===== config.mk =====
export PLATFORM = sky130hd
export DESIGN_NAME = spo2_pulse_estimator
export DESIGN_NICKNAME = d
export VERILOG_FILES = /design/src/spe_pkg.sv /design/src/spe_ctrl.sv /design/src/spe_datapath.sv /design/src/spo2_pulse_estimator.sv
export SDC_FILE = /design/constraint.sdc
export NUM_CORES = 2
export LEC_CHECK = 0
export BUFFER_PORTS_ARGS = -buffer_cell sky130_fd_sc_hd__buf_4
export CELL_PAD_IN_SITES_DETAIL_PLACEMENT = 1
export CELL_PAD_IN_SITES_GLOBAL_PLACEMENT = 1
export CORE_ASPECT_RATIO = 1.4
export CORE_MARGIN = 5
export CORE_UTILIZATION = 52
export DETAILED_ROUTE_END_ITERATION = 12
export HOLD_SLACK_MARGIN = 0.15
export PLACE_DENSITY_LB_ADDON = 0.1
export SLEW_MARGIN = 20
export SYNTH_ARGS = -nofsm -noshare
export SYNTH_HDL_FRONTEND = slang
export SYNTH_HIERARCHICAL = 1
export SYNTH_SLANG_ARGS = --single-unit

===== constraint.sdc =====
create_clock -name clock -period 8.3 [get_ports clock]
set_clock_uncertainty 0.1 [all_clocks]
set_input_delay 0.83 -clock clock [delete_from_list [all_inputs] [get_ports clock]]
set_output_delay 0.83 -clock clock [all_outputs]
set_load 0.02 [all_outputs]

===== src/spe_pkg.sv =====
package spe_pkg;

   // Field widths of one transaction on either channel.
   localparam int AC_WIDTH        = 16;
   localparam int DC_WIDTH        = 12;
   localparam int SPO2_WIDTH      = 10;
   localparam int PULSE_WIDTH     = 15;
   localparam int COUNT_WIDTH_DEF = 16;

   // Ratio of ratios in unsigned Q4.12, with its saturation value.
   localparam int FRAC_BITS   = 12;
   localparam int RATIO_WIDTH = 16;
   localparam int SAT_SHIFT   = RATIO_WIDTH - FRAC_BITS;
   localparam int PROD_WIDTH  = AC_WIDTH + DC_WIDTH;
   localparam logic [RATIO_WIDTH-1:0] RATIO_MAX = '1;

   // The ratio and pulse dividers each produce one quotient bit per step.
   localparam int DIV_STEPS  = RATIO_WIDTH;
   localparam int STEP_WIDTH = $clog2(DIV_STEPS);
   localparam int PULSE_NUM  = 30000;

   // Two-piece SpO2 law: below R = 1.0 it is 110 - 25 R, above it 120 - 35.7 R.
   localparam int LAW_WIDTH    = 26;
   localparam int LAW_LO_BASE  = 110 * 4096;
   localparam int LAW_LO_SLOPE = 25;
   localparam int LAW_HI_BASE  = 120 * 10 * 4096;
   localparam int LAW_HI_SLOPE = 357;

   // Division by 40960 is a shift by 13 followed by a reciprocal multiply for 1/5.
   localparam int HI_SHIFT     = 13;
   localparam int MAG_Q_WIDTH  = LAW_WIDTH - 1 - HI_SHIFT;
   localparam int RECIP_WIDTH  = 16;
   localparam int RECIP        = 52429;
   localparam int RECIP_SHIFT  = 18;
   localparam int SCALE_WIDTH  = MAG_Q_WIDTH + RECIP_WIDTH;

   typedef struct packed {
      logic signed [AC_WIDTH-1:0] ac_red;
      logic [DC_WIDTH-1:0]        dc_red;
      logic signed [AC_WIDTH-1:0] ac_ir;
      logic [DC_WIDTH-1:0]        dc_ir;
   } req_type;

   typedef struct packed {
      logic signed [SPO2_WIDTH-1:0] spo2_avg;
      logic [PULSE_WIDTH-1:0]       pulse_avg;
   } rsp_type;

   typedef enum logic [6:0] {
      ST_IDLE  = 7'b0000001,
      ST_MUL   = 7'b0000010,
      ST_LOAD  = 7'b0000100,
      ST_DIV   = 7'b0001000,
      ST_LAW   = 7'b0010000,
      ST_SCALE = 7'b0100000,
      ST_EMIT  = 7'b1000000
   } state_type;

   typedef struct packed {
      logic capture;
      logic mul;
      logic load;
      logic step;
      logic law;
      logic scale;
      logic emit;
   } cmd_type;

   typedef struct packed {
      logic fire;
   } status_type;

endpackage


===== src/spe_ctrl.sv =====
module spe_ctrl (
   input  logic                 clock,
   input  logic                 reset,
   input  logic                 req_valid,
   output logic                 req_stall,
   output logic                 rsp_valid,
   input  logic                 rsp_stall,
   input  spe_pkg::status_type  status,
   output spe_pkg::cmd_type     cmd
);
   import spe_pkg::*;

   state_type             state_ff, state_in;
   logic [STEP_WIDTH-1:0] step_ff, step_in;
   logic                  rsp_valid_ff, rsp_valid_in;
   logic                  accept;
   logic                  out_free;

   // A new sample is taken only while no crossing is being processed.
   assign accept    = req_valid && (state_ff == ST_IDLE);
   assign out_free  = !rsp_valid_ff || !rsp_stall;
   assign req_stall = (state_ff != ST_IDLE);
   assign rsp_valid = rsp_valid_ff;

   // Commands to the datapath, one per sequencer state.
   always_comb begin
      cmd         = '0;
      cmd.capture = accept;
      cmd.mul     = (state_ff == ST_MUL);
      cmd.load    = (state_ff == ST_LOAD);
      cmd.step    = (state_ff == ST_DIV);
      cmd.law     = (state_ff == ST_LAW);
      cmd.scale   = (state_ff == ST_SCALE);
      cmd.emit    = (state_ff == ST_EMIT) && out_free;
   end

   // Sequencer for one crossing: products, divider load, divide, law, scale, emit.
   always_comb begin
      state_in = state_ff;
      step_in  = step_ff;
      unique case (state_ff)
         ST_IDLE: begin
            if (accept && status.fire) begin
               state_in = ST_MUL;
            end
         end
         ST_MUL: begin
            state_in = ST_LOAD;
         end
         ST_LOAD: begin
            state_in = ST_DIV;
            step_in  = '0;
         end
         ST_DIV: begin
            if (step_ff == STEP_WIDTH'(DIV_STEPS - 1)) begin
               state_in = ST_LAW;
               step_in  = '0;
            end else begin
               step_in = step_ff + 1'b1;
            end
         end
         ST_LAW: begin
            state_in = ST_SCALE;
         end
         ST_SCALE: begin
            state_in = ST_EMIT;
         end
         ST_EMIT: begin
            if (out_free) begin
               state_in = ST_IDLE;
            end
         end
         default: begin
            state_in = ST_IDLE;
            step_in  = '0;
         end
      endcase
   end

   // The result register stays full until the receiving side takes it.
   always_comb begin
      if (cmd.emit) begin
         rsp_valid_in = 1'b1;
      end else if (rsp_stall) begin
         rsp_valid_in = rsp_valid_ff;
      end else begin
         rsp_valid_in = 1'b0;
      end
   end

   always_ff @(posedge clock) begin
      if (reset) begin
         state_ff     <= ST_IDLE;
         step_ff      <= '0;
         rsp_valid_ff <= 1'b0;
      end else begin
         state_ff     <= state_in;
         step_ff      <= step_in;
         rsp_valid_ff <= rsp_valid_in;
      end
   end

`ifndef SYNTHESIS
   a_fire_starts: assert property (@(posedge clock) disable iff (reset)
      cmd.capture && status.fire |=> state_ff == ST_MUL)
      else $error("crossing sample did not start the sequence");

   a_step_idle: assert property (@(posedge clock) disable iff (reset)
      state_ff != ST_DIV |-> step_ff == '0)
      else $error("divider step count left nonzero outside the divide");

   a_emit_valid: assert property (@(posedge clock) disable iff (reset)
      cmd.emit |=> rsp_valid_ff)
      else $error("emitted result not presented");
`endif

endmodule


===== src/spe_datapath.sv =====
module spe_datapath #(
   parameter int COUNT_WIDTH = spe_pkg::COUNT_WIDTH_DEF
) (
   input  logic                clock,
   input  logic                reset,
   input  spe_pkg::req_type    req_data,
   input  spe_pkg::cmd_type    cmd,
   output spe_pkg::status_type status,
   output spe_pkg::rsp_type    rsp_data
);
   import spe_pkg::*;

   localparam logic [COUNT_WIDTH-1:0] COUNT_MAX = '1;

   // Running peaks, arming flag and sample count.
   logic signed [AC_WIDTH-1:0] red_hi_ff, red_hi_in;
   logic signed [AC_WIDTH-1:0] red_lo_ff, red_lo_in;
   logic signed [AC_WIDTH-1:0] ir_hi_ff, ir_hi_in;
   logic signed [AC_WIDTH-1:0] ir_lo_ff, ir_lo_in;
   logic                       armed_ff, armed_in;
   logic [COUNT_WIDTH-1:0]     count_ff, count_in;
   logic [AC_WIDTH-1:0]        ptp_red_in, ptp_ir_in;

   // Operands captured with the crossing sample.
   logic [AC_WIDTH-1:0]    ptp_red_ff, ptp_ir_ff;
   logic [DC_WIDTH-1:0]    dc_red_ff, dc_ir_ff;
   logic [COUNT_WIDTH-1:0] cnt_ff;

   // Products and divider state.
   logic [PROD_WIDTH-1:0]  pr_ff, pr_in;
   logic [PROD_WIDTH-1:0]  den_ff, den_in;
   logic                   dcz_ff, cz_ff, sat_ff;
   logic [PROD_WIDTH-1:0]  rem_ff, rem_in;
   logic [PROD_WIDTH:0]    rem_sh;
   logic                   rem_ge;
   logic [RATIO_WIDTH-1:0] num_lo_ff;
   logic [RATIO_WIDTH-1:0] q_ff;
   logic [COUNT_WIDTH-1:0] prem_ff, prem_in;
   logic [COUNT_WIDTH:0]   prem_sh;
   logic                   prem_ge;
   logic [DIV_STEPS-1:0]   pnum_ff;
   logic [DIV_STEPS-1:0]   pq_ff;

   // SpO2 law and scaling.
   logic [RATIO_WIDTH-1:0]       ratio;
   logic                         law_lo;
   logic [LAW_WIDTH-1:0]         law_base, law_slope, law_x_in;
   logic [LAW_WIDTH-1:0]         law_x_ff;
   logic                         law_lo_ff;
   logic [PULSE_WIDTH-1:0]       pulse_ff;
   logic [LAW_WIDTH-1:0]         mag;
   logic [MAG_Q_WIDTH-1:0]       mag_q;
   logic [SCALE_WIDTH-1:0]       scale_prod_ff, scale_prod_in;
   logic                         neg_ff, lo_ff;
   logic [SPO2_WIDTH-1:0]        spo2_lo_ff;

   // Averaging and result.
   logic [SPO2_WIDTH-1:0]  hi_q, spo2;
   logic [SPO2_WIDTH:0]    spo2_sum, spo2_rnd;
   logic [PULSE_WIDTH:0]   pulse_sum;
   logic [SPO2_WIDTH-1:0]  last_spo2_ff;
   logic [PULSE_WIDTH-1:0] last_pulse_ff;
   rsp_type                rsp_data_ff;

   // A positive red value after arming marks the crossing.
   assign status.fire = armed_ff && !req_data.ac_red[AC_WIDTH-1] && (req_data.ac_red != '0);

   // Peaks include the current sample before the crossing is evaluated.
   always_comb begin
      red_hi_in  = (req_data.ac_red >= red_hi_ff) ? req_data.ac_red : red_hi_ff;
      red_lo_in  = (req_data.ac_red <= red_lo_ff) ? req_data.ac_red : red_lo_ff;
      ir_hi_in   = (req_data.ac_ir >= ir_hi_ff) ? req_data.ac_ir : ir_hi_ff;
      ir_lo_in   = (req_data.ac_ir <= ir_lo_ff) ? req_data.ac_ir : ir_lo_ff;
      ptp_red_in = AC_WIDTH'(red_hi_in - red_lo_in);
      ptp_ir_in  = AC_WIDTH'(ir_hi_in - ir_lo_in);
   end

   // Arming and the saturating period count.
   always_comb begin
      armed_in = armed_ff;
      count_in = count_ff;
      if (status.fire) begin
         armed_in = 1'b0;
         count_in = '0;
      end else begin
         if (req_data.ac_red[AC_WIDTH-1]) begin
            armed_in = 1'b1;
         end
         if (count_ff != COUNT_MAX) begin
            count_in = COUNT_WIDTH'(count_ff + 1'b1);
         end
      end
   end

   always_ff @(posedge clock) begin
      if (reset) begin
         red_hi_ff <= AC_WIDTH'(1);
         red_lo_ff <= '0;
         ir_hi_ff  <= AC_WIDTH'(1);
         ir_lo_ff  <= '0;
         armed_ff  <= 1'b0;
         count_ff  <= '0;
      end else if (cmd.capture) begin
         red_hi_ff <= red_hi_in;
         red_lo_ff <= red_lo_in;
         ir_hi_ff  <= ir_hi_in;
         ir_lo_ff  <= ir_lo_in;
         armed_ff  <= armed_in;
         count_ff  <= count_in;
      end
   end

   // Products for the ratio numerator and denominator.
   assign pr_in  = {{DC_WIDTH{1'b0}}, ptp_red_ff} * {{AC_WIDTH{1'b0}}, dc_ir_ff};
   assign den_in = {{DC_WIDTH{1'b0}}, ptp_ir_ff} * {{AC_WIDTH{1'b0}}, dc_red_ff};

   // One restoring step for the ratio and one for the pulse period.
   always_comb begin
      rem_sh  = {rem_ff, num_lo_ff[RATIO_WIDTH-1]};
      rem_ge  = (rem_sh >= {1'b0, den_ff});
      rem_in  = rem_ge ? PROD_WIDTH'(rem_sh - {1'b0, den_ff}) : rem_sh[PROD_WIDTH-1:0];
      prem_sh = {prem_ff, pnum_ff[DIV_STEPS-1]};
      prem_ge = (prem_sh >= {1'b0, cnt_ff});
      prem_in = prem_ge ? COUNT_WIDTH'(prem_sh - {1'b0, cnt_ff}) : prem_sh[COUNT_WIDTH-1:0];
   end

   // Affine law on the saturated ratio; both branches share one multiplier.
   always_comb begin
      ratio     = sat_ff ? RATIO_MAX : q_ff;
      law_lo    = (ratio[RATIO_WIDTH-1:FRAC_BITS] == '0);
      law_base  = law_lo ? LAW_WIDTH'(LAW_LO_BASE) : LAW_WIDTH'(LAW_HI_BASE);
      law_slope = law_lo ? LAW_WIDTH'(LAW_LO_SLOPE) : LAW_WIDTH'(LAW_HI_SLOPE);
      law_x_in  = LAW_WIDTH'(law_base
                  - law_slope * {{(LAW_WIDTH - RATIO_WIDTH){1'b0}}, ratio});
   end

   // Magnitude over 8192, then times the reciprocal of five.
   always_comb begin
      mag           = law_x_ff[LAW_WIDTH-1] ? LAW_WIDTH'(-law_x_ff) : law_x_ff;
      mag_q         = mag[LAW_WIDTH-2:HI_SHIFT];
      scale_prod_in = {{RECIP_WIDTH{1'b0}}, mag_q}
                      * {{MAG_Q_WIDTH{1'b0}}, RECIP_WIDTH'(RECIP)};
   end

   // Final SpO2 and the averages, truncated toward zero.
   always_comb begin
      hi_q      = SPO2_WIDTH'(scale_prod_ff >> RECIP_SHIFT);
      spo2      = lo_ff ? spo2_lo_ff : (neg_ff ? SPO2_WIDTH'(-hi_q) : hi_q);
      spo2_sum  = {spo2[SPO2_WIDTH-1], spo2} + {last_spo2_ff[SPO2_WIDTH-1], last_spo2_ff};
      spo2_rnd  = spo2_sum + {{SPO2_WIDTH{1'b0}}, spo2_sum[SPO2_WIDTH]};
      pulse_sum = {1'b0, pulse_ff} + {1'b0, last_pulse_ff};
   end

   // Operand capture and the multi-cycle arithmetic.
   always_ff @(posedge clock) begin
      if (cmd.capture) begin
         ptp_red_ff <= ptp_red_in;
         ptp_ir_ff  <= ptp_ir_in;
         dc_red_ff  <= req_data.dc_red;
         dc_ir_ff   <= req_data.dc_ir;
         cnt_ff     <= count_ff;
      end
      if (cmd.mul) begin
         pr_ff  <= pr_in;
         den_ff <= den_in;
         dcz_ff <= (dc_red_ff == '0);
         cz_ff  <= (cnt_ff == '0);
      end
      if (cmd.load) begin
         sat_ff    <= dcz_ff || ({{SAT_SHIFT{1'b0}}, pr_ff} >= {den_ff, {SAT_SHIFT{1'b0}}});
         rem_ff    <= PROD_WIDTH'(pr_ff >> SAT_SHIFT);
         num_lo_ff <= {pr_ff[SAT_SHIFT-1:0], {FRAC_BITS{1'b0}}};
         q_ff      <= '0;
         prem_ff   <= '0;
         pnum_ff   <= DIV_STEPS'(PULSE_NUM);
         pq_ff     <= '0;
      end
      if (cmd.step) begin
         rem_ff    <= rem_in;
         num_lo_ff <= {num_lo_ff[RATIO_WIDTH-2:0], 1'b0};
         q_ff      <= {q_ff[RATIO_WIDTH-2:0], rem_ge};
         prem_ff   <= prem_in;
         pnum_ff   <= {pnum_ff[DIV_STEPS-2:0], 1'b0};
         pq_ff     <= {pq_ff[DIV_STEPS-2:0], prem_ge};
      end
      if (cmd.law) begin
         law_x_ff  <= law_x_in;
         law_lo_ff <= law_lo;
         pulse_ff  <= cz_ff ? PULSE_WIDTH'(PULSE_NUM) : pq_ff[PULSE_WIDTH-1:0];
      end
      if (cmd.scale) begin
         scale_prod_ff <= scale_prod_in;
         neg_ff        <= law_x_ff[LAW_WIDTH-1];
         lo_ff         <= law_lo_ff;
         spo2_lo_ff    <= SPO2_WIDTH'(law_x_ff >> FRAC_BITS);
      end
      if (cmd.emit) begin
         rsp_data_ff.spo2_avg  <= spo2_rnd[SPO2_WIDTH:1];
         rsp_data_ff.pulse_avg <= pulse_sum[PULSE_WIDTH:1];
      end
   end

   // Previous period values for averaging.
   always_ff @(posedge clock) begin
      if (reset) begin
         last_spo2_ff  <= '0;
         last_pulse_ff <= '0;
      end else if (cmd.emit) begin
         last_spo2_ff  <= spo2;
         last_pulse_ff <= pulse_ff;
      end
   end

   assign rsp_data = rsp_data_ff;

`ifndef SYNTHESIS
   a_fire_clears: assert property (@(posedge clock) disable iff (reset)
      cmd.capture && status.fire |=> count_ff == '0 && !armed_ff)
      else $error("crossing did not clear the count and disarm");

   a_peak_signs: assert property (@(posedge clock) disable iff (reset)
      !red_hi_ff[AC_WIDTH-1] && red_hi_ff != '0 && !ir_hi_ff[AC_WIDTH-1] && ir_hi_ff != '0
      && (red_lo_ff[AC_WIDTH-1] || red_lo_ff == '0) && (ir_lo_ff[AC_WIDTH-1] || ir_lo_ff == '0))
      else $error("running peaks left their sign range");

   a_pulse_range: assert property (@(posedge clock) disable iff (reset)
      cmd.emit |=> rsp_data_ff.pulse_avg <= PULSE_WIDTH'(PULSE_NUM))
      else $error("averaged pulse above its bound");
`endif

endmodule


===== src/spo2_pulse_estimator.sv =====
// Pulse oximeter estimator using the ratio-of-ratios method. Each sample transaction updates
// running red and infrared AC peaks (never cleared) and a period count that saturates at
// 2^COUNT_WIDTH - 1; a sample that does not complete a crossing is taken without a stall. A red
// AC value that turns positive after a negative one produces one result transaction: SpO2
// from a two-piece law on the Q4.12 ratio (saturating at 65535, also for zero red DC) and
// pulse as 30000 / count, each averaged with the previous period. A crossing sample is
// captured, and the input then stays stalled through the operand products, the divider load,
// the bit-serial divide that forms ratio and pulse quotients together, the law multiply, the
// reciprocal scale and the averaging into the output register, and further while a previous
// result has not yet been taken.
module spo2_pulse_estimator #(
   parameter int COUNT_WIDTH = spe_pkg::COUNT_WIDTH_DEF
) (
   input  logic             clock,
   input  logic             reset,
   input  logic             req_valid,
   output logic             req_stall,
   input  spe_pkg::req_type req_data,
   output logic             rsp_valid,
   input  logic             rsp_stall,
   output spe_pkg::rsp_type rsp_data
);
   import spe_pkg::*;

   cmd_type    cmd;
   status_type status;

   // Sequencer: handshakes and step commands.
   spe_ctrl u_ctrl (
      .clock     (clock),
      .reset     (reset),
      .req_valid (req_valid),
      .req_stall (req_stall),
      .rsp_valid (rsp_valid),
      .rsp_stall (rsp_stall),
      .status    (status),
      .cmd       (cmd)
   );

   // Peaks, divider, SpO2 law and result register.
   spe_datapath #(
      .COUNT_WIDTH (COUNT_WIDTH)
   ) u_datapath (
      .clock    (clock),
      .reset    (reset),
      .req_data (req_data),
      .cmd      (cmd),
      .status   (status),
      .rsp_data (rsp_data)
   );

endmodule

# After elaboration in Yosys (flattened, before gate mapping)
# Index checks and enable logic that the tools add are counted.
[word_totals]
reg_bits = 447
[op_classes]
n_addsub = 12
mul = 4
n_lt_le_gt_ge = 7
n_eq_ne = 14
mux = 34
reduce_logical = 21
[ops]
columns = ["op", "count"]
rows = [
  ["16-bit two-way mux", 15],
  ["28-bit two-way mux", 3],
  ["16-bit by 12-bit multiplier with 28-bit output", 2],
  ["7-bit case mux with 7 select lines", 1],
  ["16-bit subtractor", 3],
  ["16-bit >= comparator", 2],
  ["28-bit by 32-bit >= comparator with 1-bit output", 1],
  ["16-bit <= comparator", 2],
  ["29-bit by 28-bit >= comparator with 1-bit output", 1],
  ["12-bit by 16-bit multiplier with 28-bit output (second input constant)", 1],
  ["28-bit subtractor", 1],
  ["26-bit by 16-bit multiplier with 26-bit output", 1],
  ["26-bit subtractor", 1],
  ["25-bit two-way mux", 1],
  ["25-bit negator", 1],
  ["23-bit two-way mux", 1],
  ["7-bit two-way mux", 3],
  ["10-bit two-way mux", 2],
  ["17-bit by 16-bit >= comparator with 1-bit output", 1],
  ["15-bit by 15-bit adder with 16-bit output", 1],
  ["16-bit by 1-bit adder with 16-bit output (second input constant)", 1],
  ["16-bit zero test", 1],
  ["16-bit != test (second input constant)", 1],
  ["16-bit nonzero test", 1],
  ["29 further kinds", 44],
]

# Longest topological paths before layout
[depth]
word_depth = 6
depth_mapped = 26
mapped_depth_nobuf = 26

# Modules after synthesis
# Netlist, hierarchy kept.
[modules_own_cells]
columns = ["mod", "instances", "cells_per_inst", "area_each_um2", "seq_area_each_um2"]
rows = [
  ["spe_datapath", 1, 4249, 40862.9, 11461.0],
  ["spe_ctrl", 1, 79, 689.4, 240.2],
]

# Worst setup path after synthesis
# Ideal clock, no wire load.
[synth_path]
path_kind = "flip-flop to flip-flop"
startpoint = "reg u_datapath.law_x_ff[16]"
endpoint = "reg u_datapath.scale_prod_ff[26], data pin"
arrival_ns = 6.884
required_time_ns = 7.942
setup_slack_ns = 1.059
path_stages_with_launch = 24
path_buffers = 0
path_cell_list = "edfxtp_1 > or4_1 > or3_4 > or4_4 > or3_4 > nand2_1 > xor2_1 > ha_1 > inv_1 > fa_1 > fa_1 > fa_1 > inv_1 > fa_1 > inv_1 > ha_1 > a21boi_0 > o311a_1 > a2111oi_0 > a21o_1 > a2111oi_0 > or3_1 > a21oi_1 > xnor2_1"
[synth_between]
elab_chain_len = 3
[synth_rtl]
columns = ["item", "line", "rtl"]
rows = [
  ["from (decl)", "spe_datapath.sv:48", "logic [LAW_WIDTH-1:0] law_x_ff;"],
  ["from (signal assigned)", "spe_datapath.sv:187", "law_x_ff <= law_x_in;"],
  ["25-bit negator", "spe_datapath.sv:139", "mag = law_x_ff[LAW_WIDTH-1] ? LAW_WIDTH'(-law_x_ff) : law_x_ff;"],
  ["25-bit two-way mux (*)", "spe_datapath.sv:139", ""],
  ["12-bit by 16-bit multiplier with 28-bit output (*)", "spe_datapath.sv:142", "* {{MAG_Q_WIDTH{1'b0}}, RECIP_WIDTH'(RECIP)};"],
  ["named net u_datapath.scale_prod_in[26]", "spe_datapath.sv:53", "logic [SCALE_WIDTH-1:0] scale_prod_ff, scale_prod_in;"],
  ["to (signal assigned)", "spe_datapath.sv:192", "scale_prod_ff <= scale_prod_in;"],
  ["to (decl)", "spe_datapath.sv:53", ""],
]
# The timed path passes the listed nets; every way through them passes the cells marked *.
# A chain may end at the register's enable or synchronous reset.

# Worst setup path after layout
# Ends and elaborated chain as after synthesis.

==> impl_results.md <==
* N_diodes at 0
* Pre-CTS setup slack at 387.1 ps
* Crit-path cells: or4_1, or3_4, or4_4, or3_4, nand2_1, xor2_1, ha_1, inv_1, fa_1, fa_1, fa_1, inv_1, fa_1, inv_1, ha_1, a21boi_0, o311a_1, a2111oi_0, buf_4, a21o_1, a2111oi_0, or3_1, a21oi_1, xnor2_1
* Synth unique cells at 81
* Finished Layout Cells at 5448
* Worst Setup Start Kind: flop
* Number of flops mapped to enable cells by yosys at between 300 and 400
* Fin nets at between 5000 and 6000
* Post-DP HPWL at 82540 um
* Hold WC Path Type: primary input to flop
* Post-synthesis compound-gate area fraction at between 10% and 20%
* Total Routing Usage GR at between 20 and 25%
* Synthesis-to-finish area growth at 8.178%
* RSZ-0062 raised after global routing: false
* Synthesized flop and latch total at about 430
* Ys async rst share at 0%
* Slowest stage delay, CP at 550 ps
* Status: completed
* Routed WL at 105500 um
* Post-Syn Area at 0.04155 mm^2
* Synth warn at 6
* Routed vias/inst at 5.606
* Worst setup EP type: flop
* CTS resizes at 0
* Largest net degree at the start of global routing at 83
* DRT Pass-1 Iters at 5
* Count leader, synth: inv_1
* Top_reg_cell synth: edfxtp_1
* CTS buffer count at 49
* Final period util at 94.86%
* Top-area cell type share of the netlist area at about 22%
* Final hold violations at 0
* Mux share of post-synthesis cell area at between 2 and 2.5%
* Final routed DRC violation total at 0
* Htree depth at 2
* Synth Area in Adders at 33.48%
* Fin crit period at 7874 ps
* Post-route setup TNS at 0 ps
* Root buffer cell: clkbuf_16
* CP max-delay cell: or4_1
* Port bufs at 86
* Initial Utilization at between 50% and 60%
* Setup bufs post-CTS at 0
* Number of global-route vias before repair at 34560
* Ranking of synthesized cells by area: edfxtp_1 22%, fa_1 19%, ha_1 15%, inv_1 6.0%, dfxtp_1 5.7%
* Core Rows at 122
* Highest clock rate at around 130 MHz
* Register clock-pin slew on the reported worst setup and hold paths at roughly 60 ps
* Initial DRC Count at 937
* Critical path type: flop to flop
* Sequential area share after synthesis at 28.16%
* Die Y-Extent at 344.5 um
* Required @ worst endpoint at 8590 ps
* Post-CTS Hold Buffers at 0
* Syn Area/Cell at 9.601 um^2
* Post-Syn Instances at 4328
* Cell taking the most area after synthesis: edfxtp_1
* Final GP Congestion at 0.8684
* Synth Area in Simple Gates at 14.97%
* CP max FO at 4
* Synth top cells by count: 659 x inv_1, 488 x ha_1, 411 x nand2_1, 390 x fa_1, 311 x edfxtp_1
* CORE AREA at 0.07922 mm^2
* Total grt overflow at 0
* Actual transition at the worst max-transition pin at 991.4 ps
* Clk_lat worst skew at ~650 ps
* # IOs at 87
* Fraction of layout cells with a size suffix above 1 at 6.372%
* Initial antenna violation count at 0
* Chip Width at 248.9 um
* Endpoints failing setup at 0
* CP dominant cell by count: fa_1
* Max Root-Sink Buffers at 3
* Fillers at 8926
* Placed insts at about 5400
* Worst slew margin at 33.91%
* Arrival time worst endpoint at 8160 ps
* WL/cell at 19.37 um
* Die area at 0.08574 mm^2
* Combinational family with the most area after synthesis: adder cells
* WP buf/inv at 4
* # Max-Cap Violations at 0
* Final Max Slew Viols at 0
* Xor/xnor cell area share of the yosys netlist at 3.833%
* CTS Sinks at 429
* Worst Setup Slack, final at 426.4 ps
* First-pass GRT wire length at 175100 um
* DR vias at 30540
* Top Family by Delay on Critical Path: adder cells
* Final ANT Viol Nets at 0
* TritonCTS clock tree: yes
-- logic make-up (layout without fill, tap and decap cells) --
logic type / Yosys count / after routing
and+or+nand+nor: 1291 / 1291
AOI/OAI and AO/OA: 658 / 658
DFF: 429 / 429
muxes: 84 / 84
buffers and inverters: 805 / 866
other: 2 / 7
xor gates and xnor gates: 181 / 181
adders and majority gates: 878 / 878
-- state kept, by name, indices dropped and copies added (netlist names), 25 cells and up --
register / flops
u_datapath/rem_ff: 28
u_datapath/rsp_data: 25
u_datapath/pr_ff: 28
u_datapath/den_ff: 28
u_datapath/law_x_ff: 26
-- worst paths after layout --
path	slack, ps	cells after the start	startpoint	end
max	430	24	u_datapath/law_x_ff[16]	u_datapath/scale_prod_ff[26]
min	260	1	req_data[7]	u_datapath/dc_ir_ff[7]
max reg2reg	430	24	u_datapath/law_x_ff[16]	u_datapath/scale_prod_ff[26]
min reg2reg	350	0	u_datapath/law_lo_ff	u_datapath/lo_ff
-- cells in the final DEF (no fill, tap or decap), types with 11 or more instances in the layout --
cell	instances
inv_1	658
ha_1	488
nand2_1	411
fa_1	390
edfxtp_1	311
nor2_1	307
a21oi_1	195
and2_1	161
o21ai_0	138
xnor2_1	124
dfxtp_1	118
buf_4	115
nand3_1	69
a21o_1	63
mux2i_1	61
xor2_1	56
nor3_1	55
nor2b_1	52
clkbuf_16	49
a211oi_1	48
nand2b_1	43
nand4_1	41
a31oi_1	35
or2_2	32
o21a_1	30
and3_1	27
nor4_1	26
or3_1	25
mux2_2	23
a21boi_0	15
a211o_1	14
o21bai_1	13
o211ai_1	11
-- area by class of cell --
class	instances	area [um^2]	share of cell area, %
timing repair buffer	115	863.3	1.921
inverter	660	2477	5.511
tap	1054	1319	2.934
clock inverter	32	417.9	0.9297
sequential	429	11700	26.03
multi-input combinational	3099	26880	59.80
clock buffer	59	1294	2.878
-- worst register-to-register path, cell delays in order, from the launching register on --
cell and delay, ps:
edfxtp_1 420, or4_1 550, or3_4 370, or4_4 440
or3_4 380, nand2_1 110, xor2_1 320, ha_1 300
inv_1 90, fa_1 490, fa_1 500, fa_1 520
inv_1 50, fa_1 490, inv_1 40, ha_1 280
a21boi_0 140, o311a_1 330, a2111oi_0 510, buf_4 210
a21o_1 170, a2111oi_0 150, or3_1 410, a21oi_1 190
xnor2_1 90
-- metrics by stage --
step | hold slack (ps) | utilization, % | area [um^2]
after global placement | 307.5 | 54.58 | 43240
after detailed placement | 329.6 | 54.58 | 43240
after floorplan | 300.3 | - | 41570
final | 257.9 | 56.74 | 44950
after CTS | 215.5 | 56.74 | 44950
after global routing | 234.5 | 56.74 | 44950
-- layer usage --
metal  vias to the layer above  track usage (%)  part of all wire, %
met5                         -                0                    0
met4                         0            9.395                  4.2
met3                       200            2.278                  2.3
met2                       404            50.54                   56
met1                     15450            26.31                   37
li1                      14490                -                    -
Power is left out: the tool's default activity adds up to more than one toggle a clock period on the data nets, which glitch-free logic cannot reach.
